==> config.mk <==
export PLATFORM = sky130hd
export DESIGN_NAME = keyboard_scancode_translator_unit
export DESIGN_NICKNAME = d
export VERILOG_FILES = /design/src/design/kst_pkg.sv /design/src/design/kst_ram.sv /design/src/design/kst_fifo.sv /design/src/design/kst_front.sv /design/src/design/kst_back.sv /design/src/design/keyboard_scancode_translator_unit.sv
export SDC_FILE = /design/constraint.sdc
export NUM_CORES = 1
export LEC_CHECK = 0
export ABC_AREA = 0
export ABC_CLOCK_PERIOD_IN_PS = 5100
export BUFFER_PORTS_ARGS = -buffer_cell sky130_fd_sc_hd__buf_2
export CAP_MARGIN = 25
export CORE_MARGIN = 8
export CORE_UTILIZATION = 44
export DETAILED_ROUTE_END_ITERATION = 8
export PLACE_DENSITY = 0.64
export SLEW_MARGIN = 10
export SYNTH_ARGS = -nofsm -noshare
export SYNTH_HDL_FRONTEND = slang
export SYNTH_SLANG_ARGS = --single-unit
==> constraint.sdc <==
create_clock -name clk -period 5.1 [get_ports clk]
set_input_delay 0.765 -clock clk [delete_from_list [all_inputs] [get_ports clk]]
set_output_delay 0.765 -clock clk [all_outputs]
set_load 0.05 [all_outputs]
==> src/design/kst_pkg.sv <==
// types, scan code constants and key tables of the scan code translator
package kst_pkg;

	// item opcodes
	localparam logic OP_SCAN = 1'b0;
	localparam logic OP_SYNC = 1'b1;

	// scan codes
	localparam logic [7:0] SC_BKSP       = 8'h0E;
	localparam logic [7:0] SC_ENTER      = 8'h1C;
	localparam logic [7:0] SC_LSHIFT     = 8'h2A;
	localparam logic [7:0] SC_RSHIFT     = 8'h36;
	localparam logic [7:0] SC_LSHIFT_BRK = 8'hAA;
	localparam logic [7:0] SC_RSHIFT_BRK = 8'hB6;
	localparam logic [7:0] SC_CAPS       = 8'h3A;
	localparam logic [7:0] SC_NUM        = 8'h45;
	localparam logic [7:0] SC_SCROLL     = 8'h46;
	localparam logic [7:0] KB_ACK        = 8'hFA;
	localparam logic [7:0] KB_RESEND     = 8'hFE;

	// bytes and characters
	localparam logic [7:0] CMD_LED    = 8'hED;
	localparam logic [7:0] CH_BS      = 8'h08;
	localparam logic [7:0] CH_LF      = 8'h0A;
	localparam logic [7:0] CH_UPPER_A = 8'h41;
	localparam logic [7:0] CH_UPPER_Z = 8'h5A;
	localparam logic [7:0] CASE_BIT   = 8'h20;

	// led bits
	localparam int LED_CAPS   = 2;
	localparam int LED_NUM    = 1;
	localparam int LED_SCROLL = 0;

	// what the back end has to do for an item
	typedef enum logic [1:0] {
		ACT_NONE,
		ACT_LEDS,
		ACT_ACK,
		ACT_RESEND
	} kst_act_t;

	// front to back
	typedef struct packed {
		logic [7:0] char_code;
		logic [2:0] led_state;
		kst_act_t   act;
	} kst_mid_t;

	// one result
	typedef struct packed {
		logic       char_valid;
		logic [7:0] char_code;
		logic       tx_valid;
		logic [7:0] tx_byte;
		logic [2:0] led_state;
		logic       queue_dropped;
	} kst_res_t;

	// one led command in the queue: 0xED, then the led byte if it made it in
	typedef struct packed {
		logic       has_second;
		logic [2:0] leds;
	} kst_entry_t;

	localparam logic [7:0] PLAIN_TABLE [128] = '{
		8'h00, 8'h00, 8'h31, 8'h32, 8'h33, 8'h34, 8'h35, 8'h36,
		8'h37, 8'h38, 8'h39, 8'h30, 8'h2D, 8'h5E, 8'h00, 8'h00,
		8'h51, 8'h57, 8'h45, 8'h52, 8'h54, 8'h59, 8'h55, 8'h49,
		8'h4F, 8'h50, 8'h40, 8'h5B, 8'h00, 8'h00, 8'h41, 8'h53,
		8'h44, 8'h46, 8'h47, 8'h48, 8'h4A, 8'h4B, 8'h4C, 8'h3B,
		8'h3A, 8'h00, 8'h00, 8'h5D, 8'h5A, 8'h58, 8'h43, 8'h56,
		8'h42, 8'h4E, 8'h4D, 8'h2C, 8'h2E, 8'h2F, 8'h00, 8'h2A,
		8'h00, 8'h20, 8'h00, 8'h00, 8'h00, 8'h00, 8'h00, 8'h00,
		8'h00, 8'h00, 8'h00, 8'h00, 8'h00, 8'h00, 8'h00, 8'h37,
		8'h38, 8'h39, 8'h2D, 8'h34, 8'h35, 8'h36, 8'h2B, 8'h31,
		8'h32, 8'h33, 8'h30, 8'h2E, 8'h00, 8'h00, 8'h00, 8'h00,
		8'h00, 8'h00, 8'h00, 8'h00, 8'h00, 8'h00, 8'h00, 8'h00,
		8'h00, 8'h00, 8'h00, 8'h00, 8'h00, 8'h00, 8'h00, 8'h00,
		8'h00, 8'h00, 8'h00, 8'h00, 8'h00, 8'h00, 8'h00, 8'h00,
		8'h00, 8'h00, 8'h00, 8'h5C, 8'h00, 8'h00, 8'h00, 8'h00,
		8'h00, 8'h00, 8'h00, 8'h00, 8'h00, 8'h5C, 8'h00, 8'h00
	};

	localparam logic [7:0] SHIFTED_TABLE [128] = '{
		8'h00, 8'h00, 8'h21, 8'h22, 8'h23, 8'h24, 8'h25, 8'h26,
		8'h27, 8'h28, 8'h29, 8'h7E, 8'h3D, 8'h7E, 8'h00, 8'h00,
		8'h51, 8'h57, 8'h45, 8'h52, 8'h54, 8'h59, 8'h55, 8'h49,
		8'h4F, 8'h50, 8'h60, 8'h7B, 8'h00, 8'h00, 8'h41, 8'h53,
		8'h44, 8'h46, 8'h47, 8'h48, 8'h4A, 8'h4B, 8'h4C, 8'h2B,
		8'h2A, 8'h00, 8'h00, 8'h7D, 8'h5A, 8'h58, 8'h43, 8'h56,
		8'h42, 8'h4E, 8'h4D, 8'h3C, 8'h3E, 8'h3F, 8'h00, 8'h2A,
		8'h00, 8'h20, 8'h00, 8'h00, 8'h00, 8'h00, 8'h00, 8'h00,
		8'h00, 8'h00, 8'h00, 8'h00, 8'h00, 8'h00, 8'h00, 8'h37,
		8'h38, 8'h39, 8'h2D, 8'h34, 8'h35, 8'h36, 8'h2B, 8'h31,
		8'h32, 8'h33, 8'h30, 8'h2E, 8'h00, 8'h00, 8'h00, 8'h00,
		8'h00, 8'h00, 8'h00, 8'h00, 8'h00, 8'h00, 8'h00, 8'h00,
		8'h00, 8'h00, 8'h00, 8'h00, 8'h00, 8'h00, 8'h00, 8'h00,
		8'h00, 8'h00, 8'h00, 8'h00, 8'h00, 8'h00, 8'h00, 8'h00,
		8'h00, 8'h00, 8'h00, 8'h5F, 8'h00, 8'h00, 8'h00, 8'h00,
		8'h00, 8'h00, 8'h00, 8'h00, 8'h00, 8'h7C, 8'h00, 8'h00
	};

endpackage

==> src/design/kst_ram.sv <==
// generic single-port-write ram with registered read
module kst_ram #(
	parameter int WIDTH = 4,
	parameter int DEPTH = 32
) (
	input  logic                     clk,
	input  logic                     we,
	input  logic [$clog2(DEPTH)-1:0] waddr,
	input  logic [WIDTH-1:0]         wdata,
	input  logic [$clog2(DEPTH)-1:0] raddr,
	output logic [WIDTH-1:0]         rdata
);

	logic [WIDTH-1:0] mem [DEPTH];

	always_ff @(posedge clk) begin
		if (we) begin
			mem[waddr] <= wdata;
		end
		rdata <= mem[raddr];
	end

endmodule

==> src/design/kst_fifo.sv <==
// small register fifo used between the stages and at the result side
module kst_fifo #(
	parameter int WIDTH = 8,
	parameter int DEPTH = 2
) (
	input  logic             clk,
	input  logic             arst_n,
	input  logic             push,
	input  logic [WIDTH-1:0] wdata,
	output logic             full,
	input  logic             pop,
	output logic [WIDTH-1:0] rdata,
	output logic             empty
);

	localparam int AW = $clog2(DEPTH);
	localparam int CW = $clog2(DEPTH + 1);
	localparam logic [AW-1:0] LAST = AW'(DEPTH - 1);
	localparam logic [CW-1:0] FULL_CNT = CW'(DEPTH);

	logic [WIDTH-1:0] mem_q [DEPTH];
	logic [AW-1:0]    wr_q;
	logic [AW-1:0]    rd_q;
	logic [CW-1:0]    cnt_q;
	logic             do_push;
	logic             do_pop;

	assign full    = (cnt_q == FULL_CNT);
	assign empty   = (cnt_q == '0);
	assign do_push = push && !full;
	assign do_pop  = pop && !empty;
	assign rdata   = mem_q[rd_q];

	always_ff @(posedge clk) begin
		if (do_push) begin
			mem_q[wr_q] <= wdata;
		end
	end

	always_ff @(posedge clk or negedge arst_n) begin
		if (!arst_n) begin
			wr_q  <= '0;
			rd_q  <= '0;
			cnt_q <= '0;
		end else begin
			if (do_push) begin
				wr_q <= (wr_q == LAST) ? '0 : wr_q + 1'b1;
			end
			if (do_pop) begin
				rd_q <= (rd_q == LAST) ? '0 : rd_q + 1'b1;
			end
			if (do_push && !do_pop) begin
				cnt_q <= cnt_q + 1'b1;
			end else if (do_pop && !do_push) begin
				cnt_q <= cnt_q - 1'b1;
			end
		end
	end

endmodule

==> src/design/kst_front.sv <==
// front end: key translation, shift and lock tracking, item classification
module kst_front (
	input  logic              clk,
	input  logic              arst_n,
	input  logic              cfg_we,
	input  logic [2:0]        cfg_data,
	input  logic              item_valid,
	input  logic              op,
	input  logic [7:0]        scan_code,
	output kst_pkg::kst_mid_t mid
);

	logic [2:0] initial_leds_q;
	logic [1:0] shift_q;
	logic [2:0] leds_q;
	logic [1:0] shift_d;
	logic [2:0] leds_d;
	logic       shifted;
	logic [7:0] lut;
	logic [7:0] ch;
	kst_pkg::kst_act_t act;

	assign shifted = |shift_q;
	assign lut = shifted ? kst_pkg::SHIFTED_TABLE[scan_code[6:0]]
	                     : kst_pkg::PLAIN_TABLE[scan_code[6:0]];

	always_comb begin
		ch      = '0;
		shift_d = shift_q;
		leds_d  = leds_q;
		act     = kst_pkg::ACT_NONE;
		if (op == kst_pkg::OP_SYNC) begin
			leds_d = initial_leds_q;
			act    = kst_pkg::ACT_LEDS;
		end else begin
			if (!scan_code[7]) begin
				ch = lut;
				// letters: lower case unless exactly one of caps and shift
				if ((lut inside {[kst_pkg::CH_UPPER_A:kst_pkg::CH_UPPER_Z]}) &&
				    (leds_q[kst_pkg::LED_CAPS] == shifted)) begin
					ch = lut | kst_pkg::CASE_BIT;
				end
			end
			case (scan_code)
				kst_pkg::SC_BKSP:       ch = kst_pkg::CH_BS;
				kst_pkg::SC_ENTER:      ch = kst_pkg::CH_LF;
				kst_pkg::SC_LSHIFT:     shift_d[0] = 1'b1;
				kst_pkg::SC_RSHIFT:     shift_d[1] = 1'b1;
				kst_pkg::SC_LSHIFT_BRK: shift_d[0] = 1'b0;
				kst_pkg::SC_RSHIFT_BRK: shift_d[1] = 1'b0;
				kst_pkg::SC_CAPS: begin
					leds_d[kst_pkg::LED_CAPS] = ~leds_q[kst_pkg::LED_CAPS];
					act = kst_pkg::ACT_LEDS;
				end
				kst_pkg::SC_NUM: begin
					leds_d[kst_pkg::LED_NUM] = ~leds_q[kst_pkg::LED_NUM];
					act = kst_pkg::ACT_LEDS;
				end
				kst_pkg::SC_SCROLL: begin
					leds_d[kst_pkg::LED_SCROLL] = ~leds_q[kst_pkg::LED_SCROLL];
					act = kst_pkg::ACT_LEDS;
				end
				kst_pkg::KB_ACK:        act = kst_pkg::ACT_ACK;
				kst_pkg::KB_RESEND:     act = kst_pkg::ACT_RESEND;
				default: ;
			endcase
		end
	end

	assign mid.char_code = ch;
	assign mid.led_state = leds_d;
	assign mid.act       = act;

	always_ff @(posedge clk or negedge arst_n) begin
		if (!arst_n) begin
			initial_leds_q <= '0;
			shift_q        <= '0;
			leds_q         <= '0;
		end else begin
			if (cfg_we) begin
				initial_leds_q <= cfg_data;
			end
			if (item_valid) begin
				shift_q <= shift_d;
				leds_q  <= leds_d;
			end
		end
	end

endmodule

==> src/design/kst_back.sv <==
// back end: led command queue, ack and resend handling, transmit selection
module kst_back #(
	parameter int QUEUE_DEPTH = 32
) (
	input  logic              clk,
	input  logic              arst_n,
	input  logic              mid_valid,
	input  kst_pkg::kst_mid_t mid,
	output logic              mid_pop,
	input  logic              res_ready,
	output logic              res_push,
	output kst_pkg::kst_res_t res
);

	localparam int AW = $clog2(QUEUE_DEPTH);
	localparam int CW = $clog2(QUEUE_DEPTH + 1);
	localparam logic [AW-1:0] LAST    = AW'(QUEUE_DEPTH - 1);
	localparam logic [CW-1:0] FULL_C  = CW'(QUEUE_DEPTH);
	localparam logic [CW:0]   LIMIT_X = (CW + 1)'(QUEUE_DEPTH);
	localparam int EW = $bits(kst_pkg::kst_entry_t);

	// queue state, counted in bytes
	logic [CW-1:0] count_q;
	logic [AW-1:0] wr_q;
	logic [AW-1:0] rd_q;
	logic          phase_q;
	logic          pending_q;
	logic [7:0]    pending_byte_q;
	logic          byp_q;
	kst_pkg::kst_entry_t byp_data_q;

	logic          go;
	logic          we;
	kst_pkg::kst_entry_t new_entry;
	kst_pkg::kst_entry_t head;
	logic [EW-1:0] ram_rdata;
	logic [CW:0]   sum2;
	logic [CW-1:0] count_a;
	logic [CW-1:0] count_d;
	logic [AW-1:0] wr_d;
	logic [AW-1:0] rd_d;
	logic          phase_d;
	logic          pend_a;
	logic          pending_d;
	logic [7:0]    pending_byte_d;
	logic          tx_valid;
	logic [7:0]    tx_byte;
	logic          dropped;
	logic          deq;
	logic [7:0]    deq_byte;

	assign go       = mid_valid && res_ready;
	assign mid_pop  = go;
	assign res_push = go;

	assign sum2 = {1'b0, count_q} + (CW + 1)'(2);

	// head entry: fresh write when the queue is empty, else the prefetched one
	assign head = (count_q == '0) ? new_entry
	                              : (byp_q ? byp_data_q : kst_pkg::kst_entry_t'(ram_rdata));

	always_comb begin
		we                   = 1'b0;
		new_entry.leds       = mid.led_state;
		new_entry.has_second = 1'b1;
		count_a              = count_q;
		dropped              = 1'b0;
		pend_a               = pending_q;
		tx_valid             = 1'b0;
		tx_byte              = '0;
		case (mid.act)
			kst_pkg::ACT_LEDS: begin
				if (sum2 <= LIMIT_X) begin
					we      = go;
					count_a = sum2[CW-1:0];
				end else if (count_q != FULL_C) begin
					// only the command byte fits
					we                   = go;
					new_entry.has_second = 1'b0;
					count_a              = count_q + 1'b1;
					dropped              = 1'b1;
				end else begin
					dropped = 1'b1;
				end
			end
			kst_pkg::ACT_ACK: pend_a = 1'b0;
			kst_pkg::ACT_RESEND: begin
				if (pending_q) begin
					tx_valid = 1'b1;
					tx_byte  = pending_byte_q;
				end
			end
			default: ;
		endcase

		deq            = !pend_a && (count_a != '0);
		deq_byte       = phase_q ? {5'b0, head.leds} : kst_pkg::CMD_LED;
		count_d        = count_a;
		pending_d      = pend_a;
		pending_byte_d = pending_byte_q;
		phase_d        = phase_q;
		rd_d           = rd_q;
		if (deq) begin
			count_d        = count_a - 1'b1;
			pending_d      = 1'b1;
			pending_byte_d = deq_byte;
			tx_valid       = 1'b1;
			tx_byte        = deq_byte;
			if (!phase_q && head.has_second) begin
				phase_d = 1'b1;
			end else begin
				phase_d = 1'b0;
				rd_d    = (rd_q == LAST) ? '0 : rd_q + 1'b1;
			end
		end
		if (!go) begin
			rd_d = rd_q;
		end
		wr_d = we ? ((wr_q == LAST) ? '0 : wr_q + 1'b1) : wr_q;
	end

	kst_ram #(
		.WIDTH (EW),
		.DEPTH (QUEUE_DEPTH)
	) u_ram (
		.clk   (clk),
		.we    (we),
		.waddr (wr_q),
		.wdata (new_entry),
		.raddr (rd_d),
		.rdata (ram_rdata)
	);

	assign res.char_valid    = (mid.char_code != '0);
	assign res.char_code     = mid.char_code;
	assign res.tx_valid      = tx_valid;
	assign res.tx_byte       = tx_byte;
	assign res.led_state     = mid.led_state;
	assign res.queue_dropped = dropped;

	always_ff @(posedge clk) begin
		byp_data_q <= new_entry;
	end

	always_ff @(posedge clk or negedge arst_n) begin
		if (!arst_n) begin
			count_q        <= '0;
			wr_q           <= '0;
			rd_q           <= '0;
			phase_q        <= 1'b0;
			pending_q      <= 1'b0;
			pending_byte_q <= '0;
			byp_q          <= 1'b0;
		end else begin
			// ram read is read-first, so a same-address write is forwarded
			byp_q <= we && (wr_q == rd_d);
			if (go) begin
				count_q        <= count_d;
				wr_q           <= wr_d;
				rd_q           <= rd_d;
				phase_q        <= phase_d;
				pending_q      <= pending_d;
				pending_byte_q <= pending_byte_d;
			end
		end
	end

endmodule

==> src/design/keyboard_scancode_translator_unit.sv <==
// top level of the set 1 scan code to ascii translator
//
// input channel: push/full carries op and scan_code; a transfer happens at a
// clock edge with push high and full low. op 0 hands in a keyboard byte, op 1
// loads the leds from the config register and queues the led command.
// result channel: empty/pop; the oldest result sits on the result ports while
// empty is low and leaves at an edge with pop high. every item gives exactly
// one result, in order.
// config channel: cfg_valid/cfg_ready, always ready, writes the 3-bit initial
// led value; the user must see it is only written while the block is idle;
// the block itself does not enforce this. a result passes the stage queue, the
// back end and the output queue before it is on the result ports. throughput is
// one item per cycle while the receiver keeps up, set by the command queue
// update in the back end (one entry write and one prefetched read per cycle).
// the front end and back end are parted by a two-entry queue, and results go
// through a two-entry output queue, so a stalled receiver first fills those
// and then raises full; nothing is lost.
// reset clears shift, led, queue and pending-ack state; the command queue ram
// itself needs no clearing since only written entries are ever read.
module keyboard_scancode_translator_unit #(
	parameter int QUEUE_DEPTH = 32
) (
	input  logic       clk,
	input  logic       arst_n,
	// config
	input  logic       cfg_valid,
	output logic       cfg_ready,
	input  logic [2:0] cfg_data,
	// input items
	input  logic       push,
	output logic       full,
	input  logic       op,
	input  logic [7:0] scan_code,
	// results
	output logic       empty,
	input  logic       pop,
	output logic       char_valid,
	output logic [7:0] char_code,
	output logic       tx_valid,
	output logic [7:0] tx_byte,
	output logic [2:0] led_state,
	output logic       queue_dropped
);

	localparam int STAGE_DEPTH = 2;

	kst_pkg::kst_mid_t mid_in;
	kst_pkg::kst_mid_t mid_out;
	kst_pkg::kst_res_t res_in;
	kst_pkg::kst_res_t res_out;
	logic              mid_full;
	logic              mid_empty;
	logic              mid_pop;
	logic              res_full;
	logic              res_push;
	logic              in_xfer;

	// config register always takes the write
	assign cfg_ready = 1'b1;
	assign full      = mid_full;
	assign in_xfer   = push && !mid_full;

	// front end: translate and classify
	kst_front u_front (
		.clk        (clk),
		.arst_n     (arst_n),
		.cfg_we     (cfg_valid),
		.cfg_data   (cfg_data),
		.item_valid (in_xfer),
		.op         (op),
		.scan_code  (scan_code),
		.mid        (mid_in)
	);

	// queue between front and back
	kst_fifo #(
		.WIDTH ($bits(kst_pkg::kst_mid_t)),
		.DEPTH (STAGE_DEPTH)
	) u_mid_fifo (
		.clk    (clk),
		.arst_n (arst_n),
		.push   (in_xfer),
		.wdata  (mid_in),
		.full   (mid_full),
		.pop    (mid_pop),
		.rdata  (mid_out),
		.empty  (mid_empty)
	);

	// back end: command queue and keyboard transmit
	kst_back #(
		.QUEUE_DEPTH (QUEUE_DEPTH)
	) u_back (
		.clk       (clk),
		.arst_n    (arst_n),
		.mid_valid (!mid_empty),
		.mid       (mid_out),
		.mid_pop   (mid_pop),
		.res_ready (!res_full),
		.res_push  (res_push),
		.res       (res_in)
	);

	// result queue, decouples the receiver from the back end
	kst_fifo #(
		.WIDTH ($bits(kst_pkg::kst_res_t)),
		.DEPTH (STAGE_DEPTH)
	) u_res_fifo (
		.clk    (clk),
		.arst_n (arst_n),
		.push   (res_push),
		.wdata  (res_in),
		.full   (res_full),
		.pop    (pop),
		.rdata  (res_out),
		.empty  (empty)
	);

	assign char_valid    = res_out.char_valid;
	assign char_code     = res_out.char_code;
	assign tx_valid      = res_out.tx_valid;
	assign tx_byte       = res_out.tx_byte;
	assign led_state     = res_out.led_state;
	assign queue_dropped = res_out.queue_dropped;

endmodule

-- Word level (Yosys, flattened, before mapping)
Memories as Yosys holds them, arrays and structs flattened. A register that Yosys moved wholly into a read port is not among the register bits.
Cells that the tools add are included.
- register bits: 47
- bits in writable memories: 198
- ROM bits: 2048
- bits of input ports: 17
- output and inout bits: 25
- logic and storage cells: 167
- memories: 5
- add/sub/neg operators: 13
- $lt $le $gt $ge: 4
- equality and inequality tests: 21
- multiplexer cells: 60
- bitwise gates (word level): 5
- reductions and logical operators: 40
- memory list (memory ; depth ; bits a word ; rd ports ; clocked after memory_dff ; write ports ; RTL line ; RTL):
    (no name shown) ; 128 ; 8 ; 1 ; 0 ; 0 ; kst_front.sv:24 ; assign lut = shifted ? kst_pkg::SHIFTED_TABLE[scan_code[6:0]]
    (no name shown) ; 128 ; 8 ; 1 ; 0 ; 0 ; kst_front.sv:25 ; : kst_pkg::PLAIN_TABLE[scan_code[6:0]];
    u_back.u_ram.mem ; 32 ; 4 ; 1 ; 1 ; 1 ; kst_ram.sv:14 ; logic [WIDTH-1:0] mem [DEPTH];
    u_res_fifo.mem_q ; 2 ; 22 ; 1 ; 0 ; 1 ; kst_fifo.sv:21 ; logic [WIDTH-1:0] mem_q [DEPTH];
    u_mid_fifo.mem_q ; 2 ; 13 ; 1 ; 0 ; 1 ; kst_fifo.sv:21 ;
- operators by type and width (operator ; number):
    8-bit two-way mux ; 11
    8-bit equality test, second input constant ; 4
    6-bit two-way mux ; 5
    1-bit two-way mux ; 27
    5-bit two-way mux ; 5
    8-bit by 6-bit equality test with 1-bit output, second input constant ; 3
    8-bit by 7-bit equality test with 1-bit output, second input constant ; 2
    8-bit one-hot mux with 2 select lines ; 1
    1-bit logical AND ; 15
    5-bit by 1-bit adder with 5-bit output, second input constant ; 2
    5-bit equality test, second input constant ; 2
    1-bit logical NOT ; 10
    2-bit two-way mux ; 5
    2-bit equality test, second input constant ; 4
    8-bit by 4-bit equality test with 1-bit output, second input constant ; 1
    8-bit by 5-bit equality test with 1-bit output, second input constant ; 1
    8-bit by 7-bit greater-or-equal comparator with 1-bit output, second input constant ; 1
    8-bit greater-or-equal comparator, second input constant ; 1
    8-bit by 7-bit less-or-equal comparator with 1-bit output, second input constant ; 1
    4-bit two-way mux ; 2
    7-bit NOT with 8-bit output ; 1
    2-bit nonzero test ; 4
    8-bit nonzero test ; 1
    6-bit by 2-bit adder with 7-bit output, second input constant ; 1
    21 further kinds ; 33

-- Longest topological paths before layout
- depth in word-level cells: 12
- depth in mapped cells: 22
- gate-level depth less buffers: 19

-- Modules after synthesis
From an unflattened synthesis, not the netlist that was laid out.
- cell total of the unflattened synthesis: 891
- area total of the unflattened synthesis: 12229.2 um^2
- modules (own cells, without submodules) (module ; times used ; cells each ; area an instance (um^2) ; sequential area each (um^2)):
    kst_ram ; 1 ; 231 ; 5138.7 ; 3923.8
    kst_back ; 1 ; 249 ; 2180.8 ; 655.6
    kst_front ; 1 ; 260 ; 1920.6 ; 200.2
    kst_fifo at u_res_fifo ; 1 ; 87 ; 1788.0 ; 1421.4
    kst_fifo at u_mid_fifo ; 1 ; 59 ; 1168.6 ; 880.8
    keyboard_scancode_translator_unit ; 1 ; 5 ; 32.5 ; 0.0

-- Least setup slack after synthesis
Ideal clock, no wire load.
- path kind: reg2reg
- start: reg u_back.count_q[1]
- end: reg u_back.u_ram.rdata[0] (read register of u_back.u_ram.mem)
- library setup time: 0.131 ns
- data arrival time: 4.517 ns
- required time: 4.969 ns
- path slack: 0.452 ns
- stages on the path, launching flop included: 20
- buffers on the path: 1
- period minus slack after synthesis: 4.648 ns
- cells stage by stage: dfrtp_1 > ha_1 > or3b_1 > a221oi_1 > or3_1 > buf_4 > nor2_1 > nand2_1 > xnor2_1 > ha_1 > nand3_1 > a22oi_1 > nand2_1 > o21ai_4 > mux2i_4 > clkinv_1 > nand2_2 > o32ai_1 > nor4_1 > nand3_1
- RTL lines (element ; RTL line ; RTL):
    start, declared ; kst_back.sv:23 ; logic [CW-1:0] count_q;
    start signal, assigned ; kst_back.sv:158 ; count_q <= count_d;
    end, declared ; kst_ram.sv:11 ; output logic [WIDTH-1:0] rdata

-- Worst setup path after layout
- start: reg u_back.count_q[1]
- end: reg u_back.u_ram.rdata[2] (read register of u_back.u_ram.mem)
- longest elaborated chain between the ends: 9
- elaborated cells on any way between the ends: 18
- those cells by class: 2 x add/sub; 1 x order compare; 1 x eq/ne; 10 x mux; 4 x reduce/logical
- RTL lines (element ; RTL line ; RTL):
    6-bit by 2-bit adder with 7-bit output / 6-bit inequality test (equally long branches) ; kst_back.sv:56, kst_back.sv:76 ;
    7-bit by 6-bit less-or-equal comparator with 1-bit output / 1-bit two-way mux (equally long branches) ; kst_back.sv:73, kst_back.sv:76 ;
    1-bit two-way mux ; kst_back.sv:73 ; if (sum2 <= LIMIT_X) begin
    1-bit two-way mux ; kst_back.sv:71 ; case (mid.act)
    4-bit two-way mux ; kst_back.sv:59 ; assign head = (count_q == '0) ? new_entry
    1-bit logical AND ; kst_back.sv:109 ; if (!phase_q && head.has_second) begin
    5-bit two-way mux ; kst_back.sv:109 ;
    5-bit two-way mux * ; kst_back.sv:103 ; if (deq) begin
    5-bit two-way mux * ; kst_back.sv:116 ; if (!go) begin
Every way passes the cells marked *; elsewhere a longest branch is shown, timed or not.
A chain may end at the register's enable or synchronous reset.

==> flow_summary_export.csv <==
group,metric,value,unit
final_layout,final_cells,1383,
logic_synthesis,synth-seq-cells,233,
final_layout,nNetsFinal,1070,
routing,wl_met2,12820,um
worst_setup_path,cp_max_fo,11,
routing,firstDrtPassIters,5,
cts,cts_tree,"built",
floorplanning,start_util,44.18,%
routing,final_antenna_net_count,0,
worst_setup_path,cp.required,5.48,ns
floorplanning,core_area,26650,um2
final_layout,finish.utilization,48.70,%
placement,port-buffer-count,38,
logic_synthesis,ys_warn_count,0,
cts,clockRootBuffer,"clkbuf_16",
logic_synthesis,synth_edf_count,186,
cts,cts_buffer_depth,3,
final_layout,syn_to_final_growth,10.23,%
timing,fin_crit_sh,93.77,%
floorplanning,die_h,179.6,um
power_and_ir_drop,leakagePower,4.551,nW
worst_setup_path,start_kind,"flop",
timing,setup_viol,0,
global_routing,grt_pass1_vias,7825,
hold_path,hp-class,"in2async",
cts,htreeDepth,1,
global_routing,grt_max_degree,53,
cts,clkTransAtPathRegs,0.06,ns
routing,dr_wl_met3,1476,um
routing,wire_per_inst,19.48,um
job,cap_violations,0,
worst_setup_path,worstPathArrival,5.16,ns
final_layout,fill_cells,2356,
routing,vias,8112,
worst_setup_path,cpPeakStageDelay,0.52,ns
power_and_ir_drop,seqPwrFrac,37.4,%
logic_synthesis,synth.distinct_cells,84,
logic_synthesis,synth.area.top_cells,"edfxtp_1 (47%), dfrtp_1 (8.3%), mux2i_1 (4.8%)",
routing,drt_wl_total,26940,um
floorplanning,ios,42,
placement,dp.cells,1337,
timing,fin_crit,4.782,ns
logic_synthesis,ys_seq_area_share,57.09,%
timing,report.final.slew_viol_count,0,
power_and_ir_drop,p_switching,3.147,mW
global_routing,track_usage,16.14,%
global_routing,grt_pass1_wl,43010,um
placement,place_congestion,0.9082,
cts,clk_latency,0.51,ns
routing,wl_met1,12210,um
power_and_ir_drop,power.share.switching,40.34,%
power_and_ir_drop,ir_worst_vdd,0.2872,mV
power_and_ir_drop,comb_power_share,42.4,%
power_and_ir_drop,power-per-cell-area,601.1,nW/um2
worst_setup_path,slowest_stage,"dfrtp_1",
logic_synthesis,synth_top_cell_by_area,"edfxtp_1",
routing,drcViolationCount,0,
routing,viasPerCell,5.866,
logic_synthesis,synth_area_per_cell,11.67,um2
logic_synthesis,synth_common_cells,"edfxtp_1 (186), nand2_1 (103), nor2_1 (82)",
timing,clock_skew,0.01742,ns
final_layout,drive_above_1_share,15.16,%
outcome,outcome,"complete, no violations",
logic_synthesis,synthFlopType,"edfxtp_1",
power_and_ir_drop,clkPwrFrac,20.2,%
timing,hold_violations,0,
worst_setup_path,critPathCaptureType,"flop",
timing,slew_headroom,42.66,%
logic_synthesis,syn-cell-area,11770,um2
worst_setup_path,crit_chain,"ha_1 > or3b_1 > a221oi_1 > or3_1 > buf_4 > nor3_1 > a311oi_2 > inv_1 > ha_1 > a41o_1 > and2_1 > a211oi_4 > mux2i_4 > buf_4 > nand2_1 > o32ai_1 > nor3_1 > nand4_1",
logic_synthesis,async_flop_share,16.74,%
floorplanning,dieArea,32250,um2
worst_setup_path,critPathKind,"reg2reg",
global_routing,grt-ovfl-total,0,
floorplanning,die_x,179.6,um
power_and_ir_drop,design_power_total,7.802,mW
final_layout,antennaDiodeCount,0,
timing,tightest_slew,0.8600,ns
routing,first_iter_violations,778,
global_routing,antenna_found_initial,0,
cts,cts_buffers,23,
cts,clock-sinks,233,
logic_synthesis,synth_top_area_share,47.44,%
routing,top_layer_used,"met4",
logic_synthesis,yosysMostFrequentCell,"edfxtp_1",
floorplanning,num_rows,60,
timing,fmax,0.2091,GHz
power_and_ir_drop,internal-power,4.654,mW
placement,dp_hpwl,17930,um
logic_synthesis,synth_cells,1009,
[critical path, delay by kind of cell (launching register included)]
family	cells	cell delay, ns
adder cells (fa/ha/maj)	2	0.65
AO/OA/AOI/OAI	5	1.27
flip-flops	1	0.52
buffers and inverters	3	0.46
AND/OR/NAND/NOR	7	1.58
multiplexers	1	0.18
[cell families (layout without fill, tap and decap cells)]
logic type	after synthesis	after routing	synth area share, %
buffers and inverters	88	120	3.677
and+or+nand+nor	350	350	14.64
AOI/OAI and AO/OA	184	184	10.60
muxes	98	98	9.086
adders and majority gates	26	26	2.763
DFF	233	233	57.09
other	2	3	0.06379
xor gates and xnor gates	28	28	2.083
[final cells by class]
type,instances,area (um2),share of cell area (%)
multi-input cells,689,4654,35.86
inverters,24,122.6,0.9448
well taps,341,426.7,3.287
clock inverters,13,90.09,0.6941
clock buffers,27,600.6,4.627
repair buffers,56,362.8,2.796
flip-flops and latches,233,6721,51.79
[flip-flops by register name (all words and copies together), names as in the netlist]
register / count
u_back.count_q: 6
u_res_fifo.mem_q: 34
u_back.rd_q: 5
u_front.leds_q: 3
u_back.byp_data_q: 4
u_mid_fifo.rd_q: 1
u_back.pending_byte_q: 4
u_front.initial_leds_q: 3
u_back.phase_q: 1
u_res_fifo.cnt_q: 2
u_back.wr_q: 5
u_back.u_ram.rdata: 4
u_back.byp_q: 1
u_mid_fifo.cnt_q: 2
u_mid_fifo.mem_q: 24
u_res_fifo.wr_q: 1
u_back.pending_q: 1
u_mid_fifo.wr_q: 1
u_back.u_ram.mem: 128
u_front.shift_q: 2
u_res_fifo.rd_q: 1
[power groups by stage]
stage	clock network [mW]	logic [mW]	registers, mW
after global placement	0	3.19	2.94
after CTS	1.61	3.24	2.92
after floorplan	0	2.61	2.78
after global routing	1.68	3.58	2.97
after detailed placement	0	3.23	2.96
final	1.58	3.31	2.92
[cell usage in the layout (no fill, tap or decap), types with 15 or more instances in the layout]
cell type and count:
o21ai_0 52, mux2_2 38, mux2i_1 56, edfxtp_1 186
nand4_1 23, clkbuf_16 23, dfrtp_1 39, buf_2 38
nand2_1 101, nand3_1 37, nor2_1 82, a21oi_1 35
nor3_1 20, inv_1 20, buf_4 15, ha_1 26
xnor2_1 16
[per-stage QoR]
stage | hold WS [ns] | setup TNS [ns] | setup slack [ns] | instance area (um2)
2_1_floorplan | 0.4497 | 0 | 0.4519 | 11780
3_3_place_gp | 0.4652 | 0 | 0.3094 | 12170
3_5_place_dp | 0.4791 | 0 | 0.2609 | 12170
4_1_cts | 0.4454 | 0 | 0.1963 | 12860
5_1_grt | 0.1538 | -0.04488 | -0.04488 | 12980
6_report | 0.1483 | 0 | 0.3180 | 12980
[per-layer routing]
| layer | vias to the layer above | track usage, % |
|---|---|---|
| li1 | 3803 | - |
| met1 | 4009 | 22.17 |
| met2 | 260 | 26.51 |
| met3 | 40 | 2.359 |
| met4 | 0 | 4.101 |
| met5 | - | 0 |
[worst paths after layout]
check / startpoint / end / slack, ns / depth (start not counted)
max: u_back.count_q[1]$_DFFE_PN0P_ / u_back.u_ram.rdata[2]$_DFF_P_ / 0.32 / 18
min: arst_n / u_back.count_q[2]$_DFFE_PN0P_ / 0.15 / 1
max reg2reg: u_back.count_q[1]$_DFFE_PN0P_ / u_back.u_ram.rdata[2]$_DFF_P_ / 0.32 / 18
min reg2reg: u_back.pending_byte_q[1]$_DFFE_PN0P_ / u_back.pending_byte_q[1]$_DFFE_PN0P_ / 0.48 / 2
max in group asynchronous: arst_n / u_mid_fifo.wr_q$_DFFE_PN0P_ / 4.49 / 2
min in group clk: u_back.pending_byte_q[1]$_DFFE_PN0P_ / u_back.pending_byte_q[1]$_DFFE_PN0P_ / 0.48 / 2
[repair_timing]
| item | CTS | global route |
|---|---|---|
| hold buffers | 0 | 0 |
| endpoints found under the setup margin | 0 | 4 |
| gates resized for setup | 0 | 13 |
| setup buffers | 0 | 4 |
No activity file was read; power rests on OpenSTA's default activity.
